**src/rtl/mcthq_pkg.sv**
```systemverilog
// shared constants and types for the multi-channel touch hold qualifier
package mcthq_pkg;

    // channel count of the block; lanes beyond the twelve mask bits never qualify
    localparam int CHANNELS = 12;
    localparam int MASK_W   = 12;
    localparam int LANES    = (CHANNELS < MASK_W) ? CHANNELS : MASK_W;

    localparam int TIME_W   = 32;
    localparam int HOLD_W   = 16;
    localparam int CFG_IDX_W = 2;

    // register indexes
    localparam logic [CFG_IDX_W-1:0] CFG_ACTIVE_MASK = 2'd0;
    localparam logic [CFG_IDX_W-1:0] CFG_HOLD_MS     = 2'd1;

    // reset values of the registers
    localparam logic [MASK_W-1:0] ACTIVE_MASK_RST = 12'hFFF;
    localparam logic [HOLD_W-1:0] HOLD_MS_RST     = 16'd500;

    // channel state codes
    localparam logic [1:0] ST_IDLE  = 2'd0;
    localparam logic [1:0] ST_FIRST = 2'd1;
    localparam logic [1:0] ST_HELD  = 2'd2;

    // what one lane reports for the word being accepted
    typedef struct packed {
        logic pending;
        logic held;
        logic rise;
        logic fall;
    } lane_res_t;

endpackage

```
**src/rtl/multi_channel_touch_hold_qualifier.sv**
```systemverilog
// top level of the multi-channel touch hold qualifier
//
// channel   ports                                         direction
// s_        s_valid s_ready s_touched_bits s_now_ms        in
//           s_clear_touches s_clear_releases
// m_        m_valid m_ready m_new_touch_mask               out
//           m_new_release_mask m_pending_mask m_held_mask
// cfg_      cfg_valid cfg_ready cfg_index cfg_data         in
//
// one word per cycle while s_ready is high; each lane updates its state in the accepting cycle
// result word appears in the output register in the cycle after acceptance
// s_ready is low only while a finished word waits and m_ready is low
// synchronous active-low reset: lanes idle, sticky masks and previous touches clear
// cfg_ready is always high; indexes beyond hold_ms are ignored
module multi_channel_touch_hold_qualifier (
    input  logic                                aclk,
    input  logic                                aresetn,
    // sample channel
    input  logic                                s_valid,
    output logic                                s_ready,
    input  logic [mcthq_pkg::MASK_W-1:0]        s_touched_bits,
    input  logic [mcthq_pkg::TIME_W-1:0]        s_now_ms,
    input  logic                                s_clear_touches,
    input  logic                                s_clear_releases,
    // result channel
    output logic                                m_valid,
    input  logic                                m_ready,
    output logic [mcthq_pkg::MASK_W-1:0]        m_new_touch_mask,
    output logic [mcthq_pkg::MASK_W-1:0]        m_new_release_mask,
    output logic [mcthq_pkg::MASK_W-1:0]        m_pending_mask,
    output logic [mcthq_pkg::MASK_W-1:0]        m_held_mask,
    // register write channel
    input  logic                                cfg_valid,
    output logic                                cfg_ready,
    input  logic [mcthq_pkg::CFG_IDX_W-1:0]     cfg_index,
    input  logic [31:0]                         cfg_data
);

    // configuration registers
    logic [mcthq_pkg::MASK_W-1:0]   active_mask_reg;
    logic [mcthq_pkg::HOLD_W-1:0]   hold_ms_reg;
    // last accepted touch mask, follows every word for every channel
    logic [mcthq_pkg::MASK_W-1:0]   prev_touched_reg;

    logic                                           accept;
    mcthq_pkg::lane_res_t [mcthq_pkg::LANES-1:0]    lane_res;

    // output register frees as soon as its word is taken
    assign s_ready   = ~m_valid | m_ready;
    assign accept    = s_valid & s_ready;
    assign cfg_ready = 1'b1;

    always_ff @(posedge aclk) begin
        if (!aresetn) begin
            active_mask_reg <= mcthq_pkg::ACTIVE_MASK_RST;
            hold_ms_reg     <= mcthq_pkg::HOLD_MS_RST;
        end else if (cfg_valid) begin
            case (cfg_index)
                mcthq_pkg::CFG_ACTIVE_MASK: active_mask_reg <= cfg_data[mcthq_pkg::MASK_W-1:0];
                mcthq_pkg::CFG_HOLD_MS:     hold_ms_reg     <= cfg_data[mcthq_pkg::HOLD_W-1:0];
                default: begin
                end
            endcase
        end
    end

    always_ff @(posedge aclk) begin
        if (!aresetn) begin
            prev_touched_reg <= '0;
        end else if (accept) begin
            prev_touched_reg <= s_touched_bits;
        end
    end

    // one lane per channel, all working on the same word
    for (genvar g = 0; g < mcthq_pkg::LANES; g++) begin : g_lane
        mcthq_lane u_lane (
            .aclk    (aclk),
            .aresetn (aresetn),
            .accept  (accept),
            .enable  (active_mask_reg[g]),
            .cur     (s_touched_bits[g]),
            .prev    (prev_touched_reg[g]),
            .now_ms  (s_now_ms),
            .hold_ms (hold_ms_reg),
            .res     (lane_res[g])
        );
    end

    // merge lane findings, sticky masks and the result word register
    mcthq_merge u_merge (
        .aclk             (aclk),
        .aresetn          (aresetn),
        .accept           (accept),
        .lane_res         (lane_res),
        .clear_touches    (s_clear_touches),
        .clear_releases   (s_clear_releases),
        .m_ready          (m_ready),
        .m_valid          (m_valid),
        .new_touch_mask   (m_new_touch_mask),
        .new_release_mask (m_new_release_mask),
        .pending_mask     (m_pending_mask),
        .held_mask        (m_held_mask)
    );

    // a channel is never both pending and held
    a_pend_held_disjoint: assert property (@(posedge aclk) disable iff (!aresetn)
        m_valid |-> ((m_pending_mask & m_held_mask) == '0))
        else $error("channel reported both pending and held");

    // a released channel cannot be pending or held in the same word (checked on channel 0)
    a_release_is_idle: assert property (@(posedge aclk) disable iff (!aresetn)
        accept && !s_touched_bits[0] && prev_touched_reg[0] && active_mask_reg[0]
        |=> !m_pending_mask[0] && !m_held_mask[0] && m_new_release_mask[0])
        else $error("released channel not idle");

    // a fresh touch on an enabled channel always shows as pending (checked on channel 0)
    a_touch_is_pending: assert property (@(posedge aclk) disable iff (!aresetn)
        accept && s_touched_bits[0] && !prev_touched_reg[0] && active_mask_reg[0]
        |=> m_pending_mask[0] && m_new_touch_mask[0])
        else $error("fresh touch not pending");

    // nothing waits in the output register straight after reset
    a_empty_after_reset: assert property (@(posedge aclk)
        !aresetn |=> !m_valid)
        else $error("result word present after reset");

endmodule

```
**src/rtl/mcthq_lane.sv**
```systemverilog
// one channel of the qualifier: idle, first touch and held states
module mcthq_lane (
    input  logic                            aclk,
    input  logic                            aresetn,
    input  logic                            accept,
    input  logic                            enable,
    input  logic                            cur,
    input  logic                            prev,
    input  logic [mcthq_pkg::TIME_W-1:0]    now_ms,
    input  logic [mcthq_pkg::HOLD_W-1:0]    hold_ms,
    output mcthq_pkg::lane_res_t            res
);

    logic [1:0]                      state_reg;
    logic [1:0]                      state_next;
    logic [mcthq_pkg::TIME_W-1:0]    time_reg;
    logic [mcthq_pkg::TIME_W-1:0]    time_next;
    logic [mcthq_pkg::TIME_W-1:0]    elapsed;
    logic                            rise;
    logic                            fall;

    // wrapping difference since first contact
    assign elapsed = now_ms - time_reg;

    always_comb begin
        state_next = state_reg;
        time_next  = time_reg;
        rise       = 1'b0;
        fall       = 1'b0;
        if (enable) begin
            if (state_reg == mcthq_pkg::ST_FIRST && cur &&
                elapsed > {{(mcthq_pkg::TIME_W-mcthq_pkg::HOLD_W){1'b0}}, hold_ms}) begin
                state_next = mcthq_pkg::ST_HELD;
                time_next  = '1;
            end
            // a fresh edge wins over the confirmation
            if (cur && !prev) begin
                state_next = mcthq_pkg::ST_FIRST;
                time_next  = now_ms;
                rise       = 1'b1;
            end
            if (!cur && prev) begin
                state_next = mcthq_pkg::ST_IDLE;
                time_next  = '0;
                fall       = 1'b1;
            end
        end
    end

    always_ff @(posedge aclk) begin
        if (!aresetn) begin
            state_reg <= mcthq_pkg::ST_IDLE;
        end else if (accept) begin
            state_reg <= state_next;
        end
    end

    always_ff @(posedge aclk) begin
        if (accept) begin
            time_reg <= time_next;
        end
    end

    assign res.pending = (state_next == mcthq_pkg::ST_FIRST);
    assign res.held    = (state_next == mcthq_pkg::ST_HELD);
    assign res.rise    = rise;
    assign res.fall    = fall;

endmodule

```
**src/rtl/mcthq_merge.sv**
```systemverilog
// gathers lane results into masks, keeps the sticky masks and the output register
module mcthq_merge (
    input  logic                                            aclk,
    input  logic                                            aresetn,
    input  logic                                            accept,
    input  mcthq_pkg::lane_res_t [mcthq_pkg::LANES-1:0]     lane_res,
    input  logic                                            clear_touches,
    input  logic                                            clear_releases,
    input  logic                                            m_ready,
    output logic                                            m_valid,
    output logic [mcthq_pkg::MASK_W-1:0]                    new_touch_mask,
    output logic [mcthq_pkg::MASK_W-1:0]                    new_release_mask,
    output logic [mcthq_pkg::MASK_W-1:0]                    pending_mask,
    output logic [mcthq_pkg::MASK_W-1:0]                    held_mask
);

    logic [mcthq_pkg::MASK_W-1:0] rise_mask;
    logic [mcthq_pkg::MASK_W-1:0] fall_mask;
    logic [mcthq_pkg::MASK_W-1:0] pend_mask;
    logic [mcthq_pkg::MASK_W-1:0] hold_mask;
    logic [mcthq_pkg::MASK_W-1:0] touch_next;
    logic [mcthq_pkg::MASK_W-1:0] release_next;

    logic [mcthq_pkg::MASK_W-1:0] sticky_touch_reg;
    logic [mcthq_pkg::MASK_W-1:0] sticky_release_reg;
    logic                         valid_reg;
    logic                         valid_next;
    logic [mcthq_pkg::MASK_W-1:0] touch_out_reg;
    logic [mcthq_pkg::MASK_W-1:0] release_out_reg;
    logic [mcthq_pkg::MASK_W-1:0] pending_out_reg;
    logic [mcthq_pkg::MASK_W-1:0] held_out_reg;

    always_comb begin
        rise_mask = '0;
        fall_mask = '0;
        pend_mask = '0;
        hold_mask = '0;
        for (int i = 0; i < mcthq_pkg::LANES; i++) begin
            rise_mask[i] = lane_res[i].rise;
            fall_mask[i] = lane_res[i].fall;
            pend_mask[i] = lane_res[i].pending;
            hold_mask[i] = lane_res[i].held;
        end
    end

    assign touch_next   = sticky_touch_reg | rise_mask;
    assign release_next = sticky_release_reg | fall_mask;
    assign valid_next   = accept | (valid_reg & ~m_ready);

    always_ff @(posedge aclk) begin
        if (!aresetn) begin
            sticky_touch_reg   <= '0;
            sticky_release_reg <= '0;
            valid_reg          <= 1'b0;
        end else begin
            valid_reg <= valid_next;
            if (accept) begin
                sticky_touch_reg   <= clear_touches  ? '0 : touch_next;
                sticky_release_reg <= clear_releases ? '0 : release_next;
            end
        end
    end

    always_ff @(posedge aclk) begin
        if (accept) begin
            touch_out_reg   <= touch_next;
            release_out_reg <= release_next;
            pending_out_reg <= pend_mask;
            held_out_reg    <= hold_mask;
        end
    end

    assign m_valid          = valid_reg;
    assign new_touch_mask   = touch_out_reg;
    assign new_release_mask = release_out_reg;
    assign pending_mask     = pending_out_reg;
    assign held_mask        = held_out_reg;

endmodule
```
**config.mk**
```make
export PLATFORM = sky130hd
export DESIGN_NAME = multi_channel_touch_hold_qualifier
export DESIGN_NICKNAME = d
export VERILOG_FILES = /design/src/rtl/mcthq_pkg.sv /design/src/rtl/multi_channel_touch_hold_qualifier.sv /design/src/rtl/mcthq_lane.sv /design/src/rtl/mcthq_merge.sv
export SDC_FILE = /design/constraint.sdc
export NUM_CORES = 2
export LEC_CHECK = 0
export BUFFER_PORTS_ARGS = -buffer_cell sky130_fd_sc_hd__buf_2
export CAP_MARGIN = 20
export CORE_UTILIZATION = 27
export CTS_CLUSTER_SIZE = 20
export DETAILED_ROUTE_END_ITERATION = 7
export PLACE_DENSITY = 0.4
export SETUP_SLACK_MARGIN = 0.05
export SLEW_MARGIN = 10
export SYNTH_ARGS = -nofsm -noshare
export SYNTH_HDL_FRONTEND = slang
export SYNTH_SLANG_ARGS = --single-unit
export TNS_END_PERCENT = 1
```
**constraint.sdc**
```tcl
create_clock -name aclk -period 9.1 [get_ports aclk]
set_input_delay 0.455 -clock aclk [delete_from_list [all_inputs] [get_ports aclk]]
set_output_delay 0.455 -clock aclk [all_outputs]
set_load 0.05 [all_outputs]
```
After elaboration in Yosys (flattened, before gate mapping)
Cells that the tools add are included.
{ "word_totals": {"rom_bits": 0, "memories": 0, "wordCells": 324, "ff_bits": 521, "latchBits": 0, "inputBits": 85, "output_inout_bits": 51, "mem_bits_rw": 0} }
{ "classes": {"muxes": 122, "n_shift": 0, "reduce_logical": 99, "magnitude_cmp": 12, "div_mod_pow": 0, "bitwise": 8, "mul": 0, "add_sub_neg": 12, "n_eq_ne": 37} }
{ "ops": {"columns": ["operator", "n"], "rows": [
  ["$mux W32", 24],
  ["$gt A32 B16 Y1", 12],
  ["$sub A32 B32 Y32", 12],
  ["$mux W2", 48],
  ["$eq A2 B1 Y1 const B", 25],
  ["$logic_and A1 B1 Y1", 48],
  ["$mux W1", 48],
  ["$reduce_and A3 Y1", 12],
  ["$reduce_bool A3 Y1", 12],
  ["$eq A2 B2 Y1 const B", 12],
  ["$logic_not A1 Y1", 24],
  ["$mux W12", 2],
  ["$or A12 B12 Y12", 2],
  ["$reduce_and A2 Y1", 2],
  ["$and A1 B1 Y1", 2],
  ["$logic_not A2 Y1", 1],
  ["$not A1 Y1", 2],
  ["$or A1 B1 Y1", 2]
]} }

Logic depth before layout (Yosys ltp)
{ "depth": {"depth_word": 8, "mapped_depth": 25, "depth_no_buf": 24} }

Cells and area by module
From an unflattened synthesis, not the netlist that was laid out.
{ "unflattened": {"cells_unflattened": 5992, "area_unflattened_um2": 50619.8} }
{ "by_module_without_submodules": {"columns": ["module", "area_each_um2", "cells_each", "instances", "seq_area_each_um2"], "rows": [
  ["mcthq_lane at g_lane[10].u_lane ...", 3867.5, 467, 7, 1001.0],
  ["mcthq_lane at g_lane[8].u_lane ...", 4058.9, 499, 2, 1001.0],
  ["mcthq_lane at g_lane[0].u_lane ...", 3788.6, 460, 2, 1001.0],
  ["mcthq_lane at g_lane[11].u_lane", 3931.3, 476, 1, 1001.0],
  ["mcthq_merge", 2382.3, 154, 1, 1941.9],
  ["multi_channel_touch_hold_qualifier", 1539.0, 175, 1, 800.8]
]} }

Worst setup path after synthesis
No wires, ideal clock.
{ "synth_timing": {"path_type": "input-to-reg", "from": "input port s_now_ms[1] (netlist name)", "to": "register g_lane[1].u_lane.time_reg[0] (netlist name) (enable)", "setup_time_ns": 0.432, "path_buffers": 1, "arrival_time_ns": 6.117, "path_slack_ns": 2.551, "cell_stages": 20, "path_cell_list": "inv_1 > clkbuf_1 > fa_1 > nor2b_1 > o31ai_1 > a211oi_1 > a21oi_1 > xnor2_1 > ha_1 > nand3_1 > or4_1 > a21oi_1 > nor2_1 > a21oi_1 > a2111o_1 > nor4_1 > nand4_1 > o21ai_1 > or2_2 > a21oi_1"} }
{ "synth_between": {"elab_chain_cells": 5} }
{ "synth_lines": {"columns": ["item", "line_no", "source"], "rows": [
  ["start, declared", "multi_channel_touch_hold_qualifier.sv:22", "input logic [mcthq_pkg::TIME_W-1:0] s_now_ms,"],
  ["$sub A32 B32 Y32", "mcthq_lane.sv:23", "assign elapsed = now_ms - time_reg;"],
  ["$gt A32 B16 Y1", "mcthq_lane.sv:32", "elapsed > {{(mcthq_pkg::TIME_W-mcthq_pkg::HOLD_W){1'b0}}, hold_ms}) begin"],
  ["$logic_and A1 B1 Y1", "mcthq_lane.sv:31", "if (state_reg == mcthq_pkg::ST_FIRST && cur &&"],
  ["$reduce_bool A3 Y1 (no line)", null, null],
  ["$reduce_and A3 Y1 (no line)", null, null],
  ["end signal, assigned", "mcthq_lane.sv:60", "time_reg <= time_next;"],
  ["end, declared", "mcthq_lane.sv:16", "logic [mcthq_pkg::TIME_W-1:0] time_reg;"]
]} }
Every way passes these cells.
A chain may end at the register's enable or synchronous reset.

Worst setup path in the final report
{ "layout_timing": {"from": "input port s_now_ms[8] (netlist name)", "to": "register g_lane[7].u_lane.time_reg[27] (netlist name) (enable)"} }
{ "layout_between": {"elab_chain_cells": 5} }
{ "layout_lines": {"columns": ["item", "line_no"], "rows": [
  ["$sub A32 B32 Y32", "mcthq_lane.sv:23"],
  ["$gt A32 B16 Y1", "mcthq_lane.sv:32"],
  ["$logic_and A1 B1 Y1", "mcthq_lane.sv:31"],
  ["$reduce_bool A3 Y1 (no line)", null],
  ["$reduce_and A3 Y1 (no line)", null],
  ["end signal, assigned", "mcthq_lane.sv:60"],
  ["end, declared", "mcthq_lane.sv:16"]
]} }
Every way passes these cells.

==> results.py <==
metrics = {
    "outcome": {
        "status": "completed",
    },
    "placement": {
        "port_buffers": 118,
        "dp_hpwl_mm": 136,
        "dpl_cell_area_mm2": 0.0512,
        "routabilityCongestion": 0.880,
        "dp_slack_ns": 2.04,
    },
    "sta": {
        "fin_ws_ns": 2.75,
        "fin_crit_sh_pct": 69.7,
        "fmax_mhz": 158,
        "skew_ns": 0.0211,
        "slew_headroom_pct": 27.5,
        "drv_slew": 0,
        "rsz0062_at_grt": "false",
        "min_period_ns": 6.35,
        "finalHoldViolCount": 0,
        "tns_ns": 0,
        "setup_viol": 0,
        "worst_pin_slew_ns": 1.08,
    },
    "yosys": {
        "synth-edff-count": 432,
        "ys_types": 91,
        "yosysTopAreaCellShare_pct": 27.1,
        "synthArstFlopShare_pct": 0,
        "synthTopCellsByCount": "848 x a21oi_1, 588 x ha_1, 560 x inv_1",
        "netlist_area_mm2": 0.0478,
        "synthCells": 5717,
        "synth_area_per_cell_um2": 8.37,
        "ys_seq_elements": 521,
        "yosysMostFrequentCell": "a21oi_1",
        "synth_nets": 6402,
        "synth_area_leaders": "edfxtp_1 27%, ha_1 15%, a21oi_1 8.9%",
        "yosysWarnings": 0,
        "yosysTopAreaCell": "edfxtp_1",
        "synth-main-ff-cell": "edfxtp_1",
        "seq_area_frac_synth_pct": 30.8,
    },
    "global_routing": {
        "grt_antenna_before_repair": 17,
        "grt_util_all_layers_pct": 21.1,
        "grt_max_degree": 99,
        "grt_pass1_vias": 41600,
        "gr-total-overflow": 0,
        "grt_first_pass_wirelength_mm": 281,
    },
    "drt": {
        "vias_per_cell": 5.37,
        "wl_mm": 195,
        "ant_nets": 0,
        "dr.pass1.iters": 5,
        "drc_errors": 0,
        "wl_per_cell_um": 23.9,
        "vias": 43800,
        "drt_iter0_drc": 3364,
    },
    "clock_tree": {
        "htree_levels": 3,
        "cts_tree": "yes",
        "post_cts_buffers": 0,
        "clk_pin_slew_ns": 0.06,
        "clock_latency_ns": 0.69,
        "cts.sinks": 521,
        "cts-root-buf": "clkbuf_16",
        "ctsLongestPathBuffers": 3,
        "cts_buffers": 74,
        "cts_resized": 0,
    },
    "pwr": {
        "power_density_mw_per_mm2": 165,
        "vdd_drop_max_uv": 122,
        "p_leak_nw": 22.8,
    },
    "layout": {
        "fin_nets": 6431,
        "largest_reg_flops": 384,
        "drive_gt1_share_pct": 7.06,
        "final_cell_area_mm2": 0.0539,
        "final_util_pct": 30.6,
        "area_delta_synth_final_pct": 12.7,
    },
    "worst_setup_path": {
        "crit_path_end_kind": "register",
        "required_ns": 9.47,
        "path_max_fanout": 32,
        "slowest_stage": "buf_2",
        "critPathKind": "in -> reg",
        "cp_data_arrival_time_ns": 6.71,
        "max_stage_delay_ns": 0.61,
        "crit_chain": "buf_2 > ha_1 > a21o_1 > a21o_1 > a21oi_1 > o21ai_0 > nand3_1 > nand2_1 > a21o_1 > a21oi_1 > xnor2_1 > ha_1 > nand4_1 > nor2_1 > nand4_1 > or2_2 > o31a_1 > a2111oi_0 > o2111ai_1 > nor4_1 > nand4_1 > o211ai_1 > a21oi_4 > buf_4",
        "worstSetupStartpointType": "input pin",
    },
    "die": {
        "initial_utilization_pct": 27.2,
        "design.die.area_mm2": 0.179,
        "io_pins": 136,
        "die_h_um": 423,
        "row_count": 154,
        "core-area_mm2": 0.176,
        "die_w_um": 423,
    },
    "worst_hold_path": {
        "hold_class": "in -> reg",
    },
    "flow_run": {
        "drv_cap": 0,
    },
}
## cells in the final DEF, fill, tap and decap left out, drive strengths merged, types with 39 or more instances in the layout
master,n
nor2b,107
o21bai,43
a21oi,849
dfxtp,89
nand2,433
inv,559
nand2b,67
edfxtp,432
a211oi,51
and3,48
o21ai,291
a31oi,50
xnor2,143
a21o,181
nor2,300
nor3,109
clkbuf,102
o21a,85
buf,203
ha,588
xor2,85
nand3,127
o211ai,83
a21boi,48
nor4,39
nand4,115
## area by class of cell
class / instances / area, um^2
fill: 19000 / 122000
multi-input combinational: 4363 / 30100
sequential: 521 / 14800
tap: 2340 / 2930
inverter: 560 / 2100
clock buffer: 101 / 2100
timing repair buffer: 226 / 1490
clock inverter: 34 / 400
antenna: 6 / 15.0
## worst max-delay path, delay by kind of cell
family                     cells  cell delay, ns
AOI/OAI and AO/OA             11            2.76
xor gates and xnor gates       1            0.12
adders and majority gates      2            0.73
buffers and inverters          2            0.89
and+or+nand+nor                8            1.66
## through the flow
step           hold slack [ns]  cells  total power, mW
2_1_floorplan            0.443   5717             4.96
3_3_place_gp             0.455   7985             5.84
3_5_place_dp             0.461   7986             5.85
4_1_cts                0.00527   8143             8.97
5_1_grt                 0.0520   8146             9.39
6_report                0.0647   8151             8.88
## final timing paths
kind                                    to                    startpoint  cells past startpoint  slack (ns)
min reg2reg                 hold_ms_reg[9]                hold_ms_reg[9]                      2        0.47
max          g_lane[7].u_lane.time_reg[27]                   s_now_ms[8]                     24        2.75
max reg2reg  g_lane[7].u_lane.time_reg[27]  g_lane[7].u_lane.time_reg[0]                     23        2.81
min                    prev_touched_reg[4]             s_touched_bits[4]                      3        0.06
## kinds of logic (layout without fill, tap and decap cells)
group,after synthesis,after routing,synth area share (%)
AO/OA/AOI/OAI,1998,1998,26.2
adder cells (fa/ha/maj),600,600,15.9
buffers and inverters,833,921,6.56
other,1,7,0.00784
multiplexers,36,36,0.774
XOR/XNOR,228,228,4.17
flip-flops,521,521,30.8
AND/OR/NAND/NOR,1500,1500,15.6
## layer usage
metal	global-route usage (%)	up-vias	share of wire [%]
li1	-	21100	-
met1	28.2	21300	45
met2	35.1	1077	47
met3	2.29	245	4.5
met4	7.58	0	3.7
met5	0	-	0
## power by group
group | internal [mW] | leakage [nW] | switching (mW)
Clock | 1.82 | 1.21 | 1.24
Sequential | 2.78 | 4.61 | 0.0513
Combinational | 1.08 | 16.9 | 1.90
## timing repair
| item | in CTS | in global routing |
|---|---|---|
| hold endpoints to repair | 27 | 0 |
| endpoints found under the setup margin | 0 | 0 |
| hold buffers | 22 | 0 |
(Power assumes the default switching activity.)
